## config.mk

```make
export PLATFORM = sky130hd
export DESIGN_NAME = bfr_ram
export DESIGN_NICKNAME = d
export VERILOG_FILES = /design/src/design/bfr_ram.sv
export SDC_FILE = /design/constraint.sdc
export NUM_CORES = 1
export LEC_CHECK = 0
export BUFFER_PORTS_ARGS = -buffer_cell sky130_fd_sc_hd__buf_2
export CAP_MARGIN = 15
export CORE_MARGIN = 8
export CORE_UTILIZATION = 50
export CTS_CLUSTER_SIZE = 14
export DETAILED_ROUTE_END_ITERATION = 10
export GPL_TIMING_DRIVEN = 0
export PLACE_DENSITY = 0.75
export SYNTH_ARGS = -nofsm -noshare
export SYNTH_HDL_FRONTEND = slang
export SYNTH_SLANG_ARGS = --single-unit
```

## constraint.sdc

```tcl
create_clock -name aclk -period 1.1 [get_ports aclk]
set_input_delay 0.165 -clock aclk [delete_from_list [all_inputs] [get_ports aclk]]
set_output_delay 0.165 -clock aclk [all_outputs]
set_load 0.01 [all_outputs]
```

## src/design/bfr_ram.sv

```systemverilog
// Simple dual-port synchronous RAM: one write port, one registered read port.
// Read data appears in the cycle after the read enable. Uses no package.
`timescale 1ns / 1ps
`default_nettype none

module bfr_ram #(
    parameter int unsigned WIDTH = 8,
    parameter int unsigned DEPTH = 2,
    localparam int unsigned AW = (DEPTH > 1) ? $clog2(DEPTH) : 1
) (
    input  wire logic             aclk,
    input  wire logic             we,
    input  wire logic [AW-1:0]    waddr,
    input  wire logic [WIDTH-1:0] wdata,
    input  wire logic             re,
    input  wire logic [AW-1:0]    raddr,
    output logic      [WIDTH-1:0] rdata
);

    logic [WIDTH-1:0] mem [DEPTH];

    always_ff @(posedge aclk) begin
        if (we) begin
            mem[waddr] <= wdata;
        end
    end

    always_ff @(posedge aclk) begin
        if (re) begin
            rdata <= mem[raddr];
        end
    end

endmodule

`default_nettype wire

```

==> summary.txt <==
Synth
  – Ys Warns: 0
  – Synth Register Bits: 24
  – Cell variety after synth: 5
  – Mapped Avg Cell Area: 24.70 sq um
  – Post-synth top area share: 83.36%
  – Largest area contributor in the netlist: edfxtp_1
  – Post-Synthesis Cells: 35
  – Synth Net Count: 48
  – Post-synthesis sequential area ratio: 83.36%
  – Synth area leaders: edfxtp_1, mux2_4, buf_6
  – Netlist area before placement: 864.6 sq um

Critical path
  – Crit path max fanout: 1
  – Critical-path top delay cell: edfxtp_1
  – CP max stage delay: 0.37 ns
  – WS Path Type: reg2out
  – Cell Chain, Critical Path: buf_2
  – CP Launch Type: flop
  – Crit path DAT: 0.82 ns
  – Req. time, crit path: 0.94 ns
  – Crit path capture type: output pin
  – Buf+Inv Stages, Crit Path: 1
  – CP top delay family: flip-flops

Drt
  – Via count: 369
  – Routed length per placed instance: 13.29 um
  – Starting DRT DRC Count: 10
  – WL met1: 409 um
  – Via density: 4.920
  – Met3 Wirelength: 123 um
  – ANT nets after route: 0
  – Final wirelength: 997 um
  – Routed met2 length: 465 um
  – Residual DRC: 0
  – DR top layer: met3
  – DRT Pass-1 Iters: 2

Global routing
  – First-pass GRT wire length: 1.587 mm
  – Largest net degree at the start of global routing: 15
  – GRT Residual Overflow: 0
  – Vias in the first global route: 371
  – Gr usage total: 6.539%
  – Initial antenna violation count: 0

Run
  – Number of max-cap violations: 0

Floorplanning
  – Die width: 57.59 um
  – Row cnt: 15
  – Die ar.: 3316 sq um
  – Initial Util: 51.76%
  – I/O Pins: 21
  – Core ar.: 1670 sq um
  – Die H: 57.59 um

STA
  – Max Freq: 1012 MHz
  – Hold Fails Final Rpt: 0
  – Worst Max-Slew Pin Slew: 0.6899 ns
  – Final worst-path cycle share: 89.87%
  – Slew HR: 53.91%
  – RSZ-0062 raised after global routing: false
  – Slew Viols, Final: 0
  – Final-report setup violation count: 0
  – Tmin final: 0.9886 ns
  – Clock Skews: 0.01152 ns

Finish
  – Syn-to-layout area delta: 19.54%
  – Most common cell after layout, fill and taps aside: edfxtp_1
  – Diodes inserted: 0
  – Most frequent cells in the layout: edfxtp_1, buf_2, mux2_4
  – NumNets Final: 72
  – Util after Layout: 61.87%
  – Share of layout cells above drive strength 1: 55.17%

Clocking
  – Htree depth: 1
  – CTS sink cnt: 24
  – Clock tree buffer depth: 2
  – Post-CTS sizing: 0
  – Post-CTS Setup Inserts: 0
  – Num CTS Buffers: 3
  – TritonCTS clock tree: done
  – Clk pin slew, worst setup/hold paths: 0.12 ns
  – Root buffer cell: clkbuf_4
  – Clk Latency, worst-skew pair: 0.31 ns
  – Cts hold-fix bufs: 0

Status
  – Outcome: finished clean

Placed design
  – PortBufs: 19
  – GP Congestion: 0.6010

Worst hold path
  – Hold Crit Class: in2reg

Power and ir drop
  – Total power: 1.822 mW
  – LEAKAGE: 0.4077 nW
  – PwrDens: 1763 nW/um^2
  – Peak VDD IR: 0.001263 V
[path summary, 6_finish.rpt]
| check | cells past startpoint | from | slack (ns) | end |
|---|---|---|---|---|
| min | 1 | wdata[6] | 0.04 | mem[0][6] |
| max reg2reg | 1 | mem[0][6] | 0.19 | rdata[6] |
| min reg2reg | 1 | mem[1][1] | 0.55 | rdata[1] |
| max | 1 | rdata[2] | 0.11 | rdata[2] |
[sequential cells by signal, indices dropped and copies added, names as in the netlist]
register / count
mem: 16
rdata: 8
[layer usage]
layer	global-route usage (%)	vias up
met5	0	-
met4	4.286	0
met3	4.036	0
met2	10.61	18
met1	5.978	167
li1	-	184
[where the power goes]
part | switching, mW | internal, mW | total, mW
clock | 0.234 | 0.368 | 0.602
combinational | 0.0560 | 0.0718 | 0.128
sequential | 0.0134 | 1.08 | 1.09
[cell type report]
class                   instances  area, sq um
well taps                      17        21.27
multi-input cells              10        132.6
plain buffers                   1        11.26
clock inverters                 1        30.03
repair buffers                 19        95.09
flip-flops and latches         24        720.7
fillers                       114        636.9
clock buffers                   3        22.52
[cell families after synthesis]
group	Yosys count	synth area share, %
buffers and inverters	1	1.302
DFF	24	83.36
and+or+nand+nor	2	1.448
muxes	8	13.89
[cell usage after synthesis, drive strengths merged]
library cell / n
and2: 1
buf: 1
edfxtp: 24
mux2: 8
nor2b: 1
[per-stage QoR]
| step | hold WS (ns) | instances | cell area, sq um | TNS (ns) | worst slack [ns] |
|---|---|---|---|---|---|
| after floorplan | 0.2639 | 35 | 864.6 | 0 | 0.1416 |
| after global placement | 0.3528 | 71 | 980.9 | -0.5865 | -0.07347 |
| after detailed placement | 0.3561 | 71 | 980.9 | -0.9005 | -0.1128 |
| after CTS | 0.02311 | 75 | 1033 | 0 | 0.09092 |
| after global routing | 0.009109 | 75 | 1033 | 0 | 0.05048 |
| final | 0.03661 | 75 | 1033 | 0 | 0.1114 |
(Power assumes the default switching activity.)
