<file path="src/design/bfr_pkg.sv">
// Shared types and constants of the bicubic resample pass.
// Field widths, request codes, sequencer states and the MAC control bundle.
// No dependencies.
`timescale 1ns / 1ps
`default_nettype none

package bfr_pkg;

    localparam int unsigned PIX_W    = 8;
    localparam int unsigned LPOS_W   = 12;
    localparam int unsigned OPOS_W   = 11;
    localparam int unsigned CNT_W    = 5;
    localparam int unsigned TAPP_W   = 4;
    localparam int unsigned WGT_W    = 24;
    localparam int unsigned WIN_W    = LPOS_W + CNT_W;
    localparam int unsigned SRC_W    = LPOS_W + 1;
    localparam int unsigned PROD_W   = PIX_W + 1 + WGT_W;
    localparam logic [PIX_W-1:0] PIX_MAX = 8'd255;

    typedef enum logic [1:0] {
        FUNC_PIXEL   = 2'd0,
        FUNC_WINDOW  = 2'd1,
        FUNC_WEIGHT  = 2'd2,
        FUNC_COMPUTE = 2'd3
    } func_t;

    typedef enum logic [2:0] {
        ST_IDLE,
        ST_WIN,
        ST_TAP,
        ST_DRAIN,
        ST_FIN
    } state_t;

    typedef struct packed {
        logic clear;
        logic tap_valid;
    } mac_ctrl_t;

endpackage

`default_nettype wire

</file>
<file path="src/design/bfr_mac.sv">
// Multiply-accumulate unit: registered product, then accumulate, then clamp.
// Depends on bfr_pkg for field widths and the control bundle.
`timescale 1ns / 1ps
`default_nettype none

module bfr_mac import bfr_pkg::*; #(
    parameter int unsigned MAX_TAPS      = 16,
    parameter int unsigned FRACTION_BITS = 22
) (
    input  wire logic                    aclk,
    input  wire logic                    aresetn,
    input  wire mac_ctrl_t               ctrl,
    input  wire logic        [PIX_W-1:0] pixel,
    input  wire logic signed [WGT_W-1:0] weight,
    output logic             [PIX_W-1:0] sample
);

    localparam int unsigned ACC_W = PROD_W + $clog2(MAX_TAPS) + 1;
    localparam logic signed [ACC_W-1:0] BIAS = ACC_W'(1) << (FRACTION_BITS - 1);

    logic signed [PROD_W-1:0] prod_reg;
    logic signed [PROD_W-1:0] prod_next;
    logic                     prod_valid_reg;
    logic signed [ACC_W-1:0]  acc_reg;
    logic signed [ACC_W-1:0]  acc_next;

    always_comb begin
        prod_next = $signed({1'b0, pixel}) * weight;
        acc_next  = acc_reg;
        if (ctrl.clear) begin
            acc_next = BIAS;
        end else if (prod_valid_reg) begin
            acc_next = acc_reg + {{(ACC_W-PROD_W){prod_reg[PROD_W-1]}}, prod_reg};
        end
    end

    always_ff @(posedge aclk) begin
        if (!aresetn) begin
            prod_valid_reg <= 1'b0;
        end else begin
            prod_valid_reg <= ctrl.tap_valid;
        end
    end

    always_ff @(posedge aclk) begin
        prod_reg <= prod_next;
        acc_reg  <= acc_next;
    end

    // floor shift by the fraction bits, then saturate to the pixel range
    always_comb begin
        if (acc_reg[ACC_W-1]) begin
            sample = '0;
        end else if (|acc_reg[ACC_W-2:FRACTION_BITS+PIX_W]) begin
            sample = PIX_MAX;
        end else begin
            sample = acc_reg[FRACTION_BITS+PIX_W-1:FRACTION_BITS];
        end
    end

endmodule

`default_nettype wire
</file>
<file path="config.mk">
export PLATFORM = sky130hd
export DESIGN_NAME = bfr_mac
export DESIGN_NICKNAME = d
export VERILOG_FILES = /design/src/design/bfr_pkg.sv /design/src/design/bfr_mac.sv
export SDC_FILE = /design/constraint.sdc
export NUM_CORES = 1
export LEC_CHECK = 0
export ABC_CLOCK_PERIOD_IN_PS = 11300
export BUFFER_PORTS_ARGS = -buffer_cell sky130_fd_sc_hd__buf_4
export CAP_MARGIN = 20
export CORE_ASPECT_RATIO = 1.75
export CORE_MARGIN = 2
export CORE_UTILIZATION = 28
export DETAILED_ROUTE_END_ITERATION = 12
export GPL_TIMING_DRIVEN = 0
export PLACE_DENSITY = 0.51
export SYNTH_ARGS = -nofsm -noshare
export SYNTH_HDL_FRONTEND = slang
export SYNTH_SLANG_ARGS = --single-unit
</file>
<file path="constraint.sdc">
create_clock -name aclk -period 11.3 [get_ports aclk]
set_clock_uncertainty 0.2 [all_clocks]
set_input_delay 1.13 -clock aclk [delete_from_list [all_inputs] [get_ports aclk]]
set_output_delay 1.13 -clock aclk [all_outputs]
set_load 0.005 [all_outputs]
</file>
==> flow_results.xml <==
<?xml version="1.0" encoding="UTF-8"?>
<metrics>
  <group name="power_and_ir_drop">
    <metric name="p_clk_share" unit="%">9.1</metric>
    <metric name="power.internal" unit="mW">1.491</metric>
    <metric name="power_dissipated_by_switching_net_loads" unit="mW">1.570</metric>
    <metric name="power_density" unit="nW/um2">249.3</metric>
    <metric name="power.static_leakage" unit="nW">6.039</metric>
    <metric name="share_seq_of_total_power" unit="%">14.1</metric>
    <metric name="worst_ir_drop_vdd" unit="uV">95.11</metric>
    <metric name="power.switching_fraction" unit="%">51.29</metric>
    <metric name="finalPower" unit="mW">3.061</metric>
    <metric name="comb_power_share" unit="%">76.7</metric>
  </group>
  <group name="drt">
    <metric name="drtPass1Iterations" unit="">4</metric>
    <metric name="post_drt_via_cell_ratio" unit="">4.799</metric>
    <metric name="drt_iter0_drc" unit="">292</metric>
    <metric name="route.vias.total" unit="">9137</metric>
    <metric name="wire_per_inst" unit="um">15.93</metric>
    <metric name="routed_wirelength" unit="um">30330</metric>
    <metric name="drtAntennaViolNets" unit="">0</metric>
    <metric name="drc_errors" unit="">0</metric>
  </group>
  <group name="cells_and_area">
    <metric name="final_cells" unit="">1904</metric>
    <metric name="count_of_inserted_antenna_diode_cells" unit="">0</metric>
    <metric name="fin_util" unit="%">31.45</metric>
    <metric name="largest_register_ffs" unit="">38</metric>
    <metric name="proportion_of_layout_cells_with_a_drive_suffix_above_1" unit="%">4.809</metric>
    <metric name="nets" unit="">1700</metric>
    <metric name="area_growth_from_synthesis_to_layout" unit="%">11.09</metric>
  </group>
  <group name="grt">
    <metric name="globalRouteOverflowTotal" unit="">0</metric>
    <metric name="grt_use_met3" unit="%">0.9255</metric>
    <metric name="gr_util_met1" unit="%">14.66</metric>
    <metric name="met2_usage" unit="%">30.63</metric>
    <metric name="grt_start_max_net_pins" unit="">13</metric>
    <metric name="grt.busiest_layer" unit="">met2</metric>
    <metric name="antenna_found_initial" unit="">0</metric>
    <metric name="track_usage" unit="%">15.14</metric>
    <metric name="first_global_vias" unit="">9737</metric>
    <metric name="wire_length_of_the_first_global_routing_pass" unit="um">49110</metric>
  </group>
  <group name="die">
    <metric name="die_area" unit="um2">41140</metric>
    <metric name="initial_utilization" unit="%">28.31</metric>
    <metric name="number_of_top_level_design_ports" unit="">44</metric>
    <metric name="row_count" unit="">96</metric>
    <metric name="die_h" unit="um">266.8</metric>
    <metric name="fp.dieW" unit="um">154.2</metric>
    <metric name="total_core_area" unit="um2">39040</metric>
  </group>
  <group name="synth">
    <metric name="synth_largest_area_cell" unit="">sky130_fd_sc_hd__fa_1</metric>
    <metric name="synth.cell_area" unit="um2">11050</metric>
    <metric name="synth_edf_count" unit="">0</metric>
    <metric name="dominantRegCellSynth" unit="">sky130_fd_sc_hd__dfxtp_1</metric>
    <metric name="synth.most_common_cell" unit="">sky130_fd_sc_hd__inv_1</metric>
    <metric name="synthesis.nets" unit="">1646</metric>
    <metric name="synth_seq_area_share" unit="%">13.04</metric>
    <metric name="synthesis.area_per_instance" unit="um2">8.150</metric>
    <metric name="netlist_top_cells_count" unit="">sky130_fd_sc_hd__inv_1, sky130_fd_sc_hd__nand2_1, sky130_fd_sc_hd__fa_1, sky130_fd_sc_hd__ha_1, sky130_fd_sc_hd__and2_1</metric>
    <metric name="synth.top_cell.area_share" unit="%">27.35</metric>
    <metric name="synthTopCellsByArea" unit="">sky130_fd_sc_hd__fa_1, sky130_fd_sc_hd__dfxtp_1, sky130_fd_sc_hd__ha_1, sky130_fd_sc_hd__inv_1, sky130_fd_sc_hd__nand2_1</metric>
    <metric name="number_of_distinct_library_cells_after_synthesis" unit="">59</metric>
    <metric name="synthCells" unit="">1356</metric>
    <metric name="synthArstFlopShare" unit="%">0</metric>
    <metric name="post_synthesis_sequential_element_count" unit="">72</metric>
    <metric name="synth_warnings" unit="">0</metric>
  </group>
  <group name="sta">
    <metric name="setup-tns-final" unit="ns">0</metric>
    <metric name="timing.final.setup_violations" unit="">0</metric>
    <metric name="final_period_minus_worst_setup_slack" unit="ns">6.654</metric>
    <metric name="final.setup.worst_slack" unit="ns">4.646</metric>
    <metric name="final_max_slew_viol_count" unit="">0</metric>
    <metric name="hold_viol_final" unit="">0</metric>
    <metric name="worst-slew-pin-transition" unit="ns">0.8549</metric>
    <metric name="max_slew_headroom" unit="%">42.53</metric>
    <metric name="fmax" unit="GHz">0.1503</metric>
    <metric name="min_period_over_period" unit="%">58.89</metric>
    <metric name="rsz0062_at_grt" unit="">no</metric>
  </group>
  <group name="clock_network">
    <metric name="clk_latency" unit="ns">0.35</metric>
    <metric name="cts_root_buffer" unit="">sky130_fd_sc_hd__clkbuf_16</metric>
    <metric name="cts_buffer_depth" unit="">2</metric>
    <metric name="cts-buffers-inserted" unit="">9</metric>
    <metric name="cts.htree.levels" unit="">3</metric>
    <metric name="clkSlewWorstSetupHoldPaths" unit="ns">0.06</metric>
    <metric name="cts-resized-gates" unit="">0</metric>
    <metric name="post_cts_hold_buffer_count" unit="">0</metric>
    <metric name="tritoncts" unit="">built</metric>
    <metric name="post_cts.repair.setup_buffers" unit="">0</metric>
    <metric name="tritoncts_sinks" unit="">72</metric>
  </group>
  <group name="job">
    <metric name="maxCapViolCount" unit="">0</metric>
  </group>
  <group name="critical_path">
    <metric name="critical_path_buf_inv_count" unit="">5</metric>
    <metric name="crit_chain" unit="">buf_4, clkbuf_1, nand2_1, fa_1, inv_1, ha_1, ha_1, inv_1, fa_1, inv_1, ha_1, fa_1, a211oi_1, o21ai_0, and2_1, a2111o_1, a22oi_1, nand3_1, a41o_1, xor2_1</metric>
    <metric name="critical_path_required" unit="ns">11.33</metric>
    <metric name="worst-setup-path-type" unit="">in2reg</metric>
    <metric name="cpPeakStageDelay" unit="ns">0.61</metric>
    <metric name="end_kind" unit="">flop</metric>
    <metric name="crit_slowest_cell" unit="">sky130_fd_sc_hd__clkbuf_1</metric>
    <metric name="cp_max_fo" unit="">10</metric>
    <metric name="cp_top_family" unit="">adder cells</metric>
    <metric name="start_kind" unit="">input port</metric>
    <metric name="critical_path_arrival" unit="ns">6.69</metric>
  </group>
  <group name="outcome">
    <metric name="run_status" unit="">complete, no violations</metric>
  </group>
  <group name="hold_path">
    <metric name="hold_class" unit="">reg2reg</metric>
  </group>
  <group name="place">
    <metric name="gp_congestion" unit="">0.8715</metric>
    <metric name="numPortBuffers" unit="">42</metric>
    <metric name="preCtsSetupSlack" unit="ns">4.327</metric>
    <metric name="detailedPlacementHpwl" unit="um">26340</metric>
    <metric name="dp.cells" unit="">1889</metric>
  </group>
</metrics>
[tightest hold or removal path, stage by stage (launching register included)]
cell	delay, ns
sky130_fd_sc_hd__dfxtp_1	0.31
sky130_fd_sc_hd__nand2b_1	0.06
sky130_fd_sc_hd__a21oi_1	0.05
[metrics by stage]
stage / hold slack [ns] / cell area [um2]
6_report: 0.2787 / 12280
2_1_floorplan: 0.2291 / 11050
3_5_place_dp: 0.2724 / 11990
4_1_cts: 0.2817 / 12280
5_1_grt: 0.3002 / 12280
3_3_place_gp: 0.2605 / 11980
[placed cells by master (no fill, tap or decap), drive strengths merged, types with 4 or more instances in the layout]
cell type	count
fa	151
nand3	28
o21bai	7
o21a	12
o21ai	49
o211ai	11
o31ai	5
and2	94
xor2	23
and3	5
nor2b	5
ha	103
inv	255
o31a	4
mux2i	12
a31oi	7
a21oi	85
nor3	16
or3	6
dfxtp	72
buf	47
a21o	26
nand4	21
nor2	63
a211oi	10
clkbuf	54
xnor2	26
nand2	162
nand2b	10
[final cells by class]
cell class | count | area, um2
Sequential cell | 72 | 1441
Clock buffer | 10 | 229.0
Multi-Input combinational cell | 981 | 8477
Inverter | 255 | 957.2
Clock inverter | 5 | 58.81
Tap cell | 490 | 613.1
Buffer | 48 | 182.7
Timing Repair Buffer | 43 | 319.1
Fill cell | 4133 | 26760
[power by group through the flow]
| stage | sequential (mW) | combinational [mW] | clock [mW] |
|---|---|---|---|
| floorplan | 0.412 | 1.80 | 0 |
| global placement | 0.436 | 2.33 | 0 |
| detailed placement | 0.437 | 2.36 | 0 |
| CTS | 0.432 | 2.37 | 0.291 |
| global route | 0.442 | 2.67 | 0.296 |
| finish | 0.432 | 2.35 | 0.280 |
[kinds of logic after synthesis]
| kind of cell | count (synthesis) | synth area share, % |
|---|---|---|
| AO/OA/AOI/OAI | 246 | 14.37 |
| XOR/XNOR | 49 | 3.883 |
| multiplexers | 12 | 1.087 |
| buffers and inverters | 303 | 10.31 |
| AND/OR/NAND/NOR | 420 | 18.30 |
| adder cells (fa/ha/maj) | 254 | 39.01 |
| flip-flops | 72 | 13.04 |
[path summary, 6_finish.rpt]
| check | start | to | slack, ns | cells after the start |
|---|---|---|---|---|
| worst max-delay path | pixel[2] | prod_reg[26] | 4.65 | 20 |
| worst max register to register | acc_reg[26] | acc_reg[36] | 8.11 | 10 |
| worst min register to register | acc_reg[4] | acc_reg[4] | 0.28 | 2 |
| worst min-delay path | acc_reg[4] | acc_reg[4] | 0.28 | 2 |
[layer usage]
metal  part of all wire, %  routed length [um]
met3                   1.9                 563
met1                    37               11070
met4                   5.9                1788
met2                    56               16900
met5                     0                   0
No activity file was read; power rests on OpenSTA's default activity.
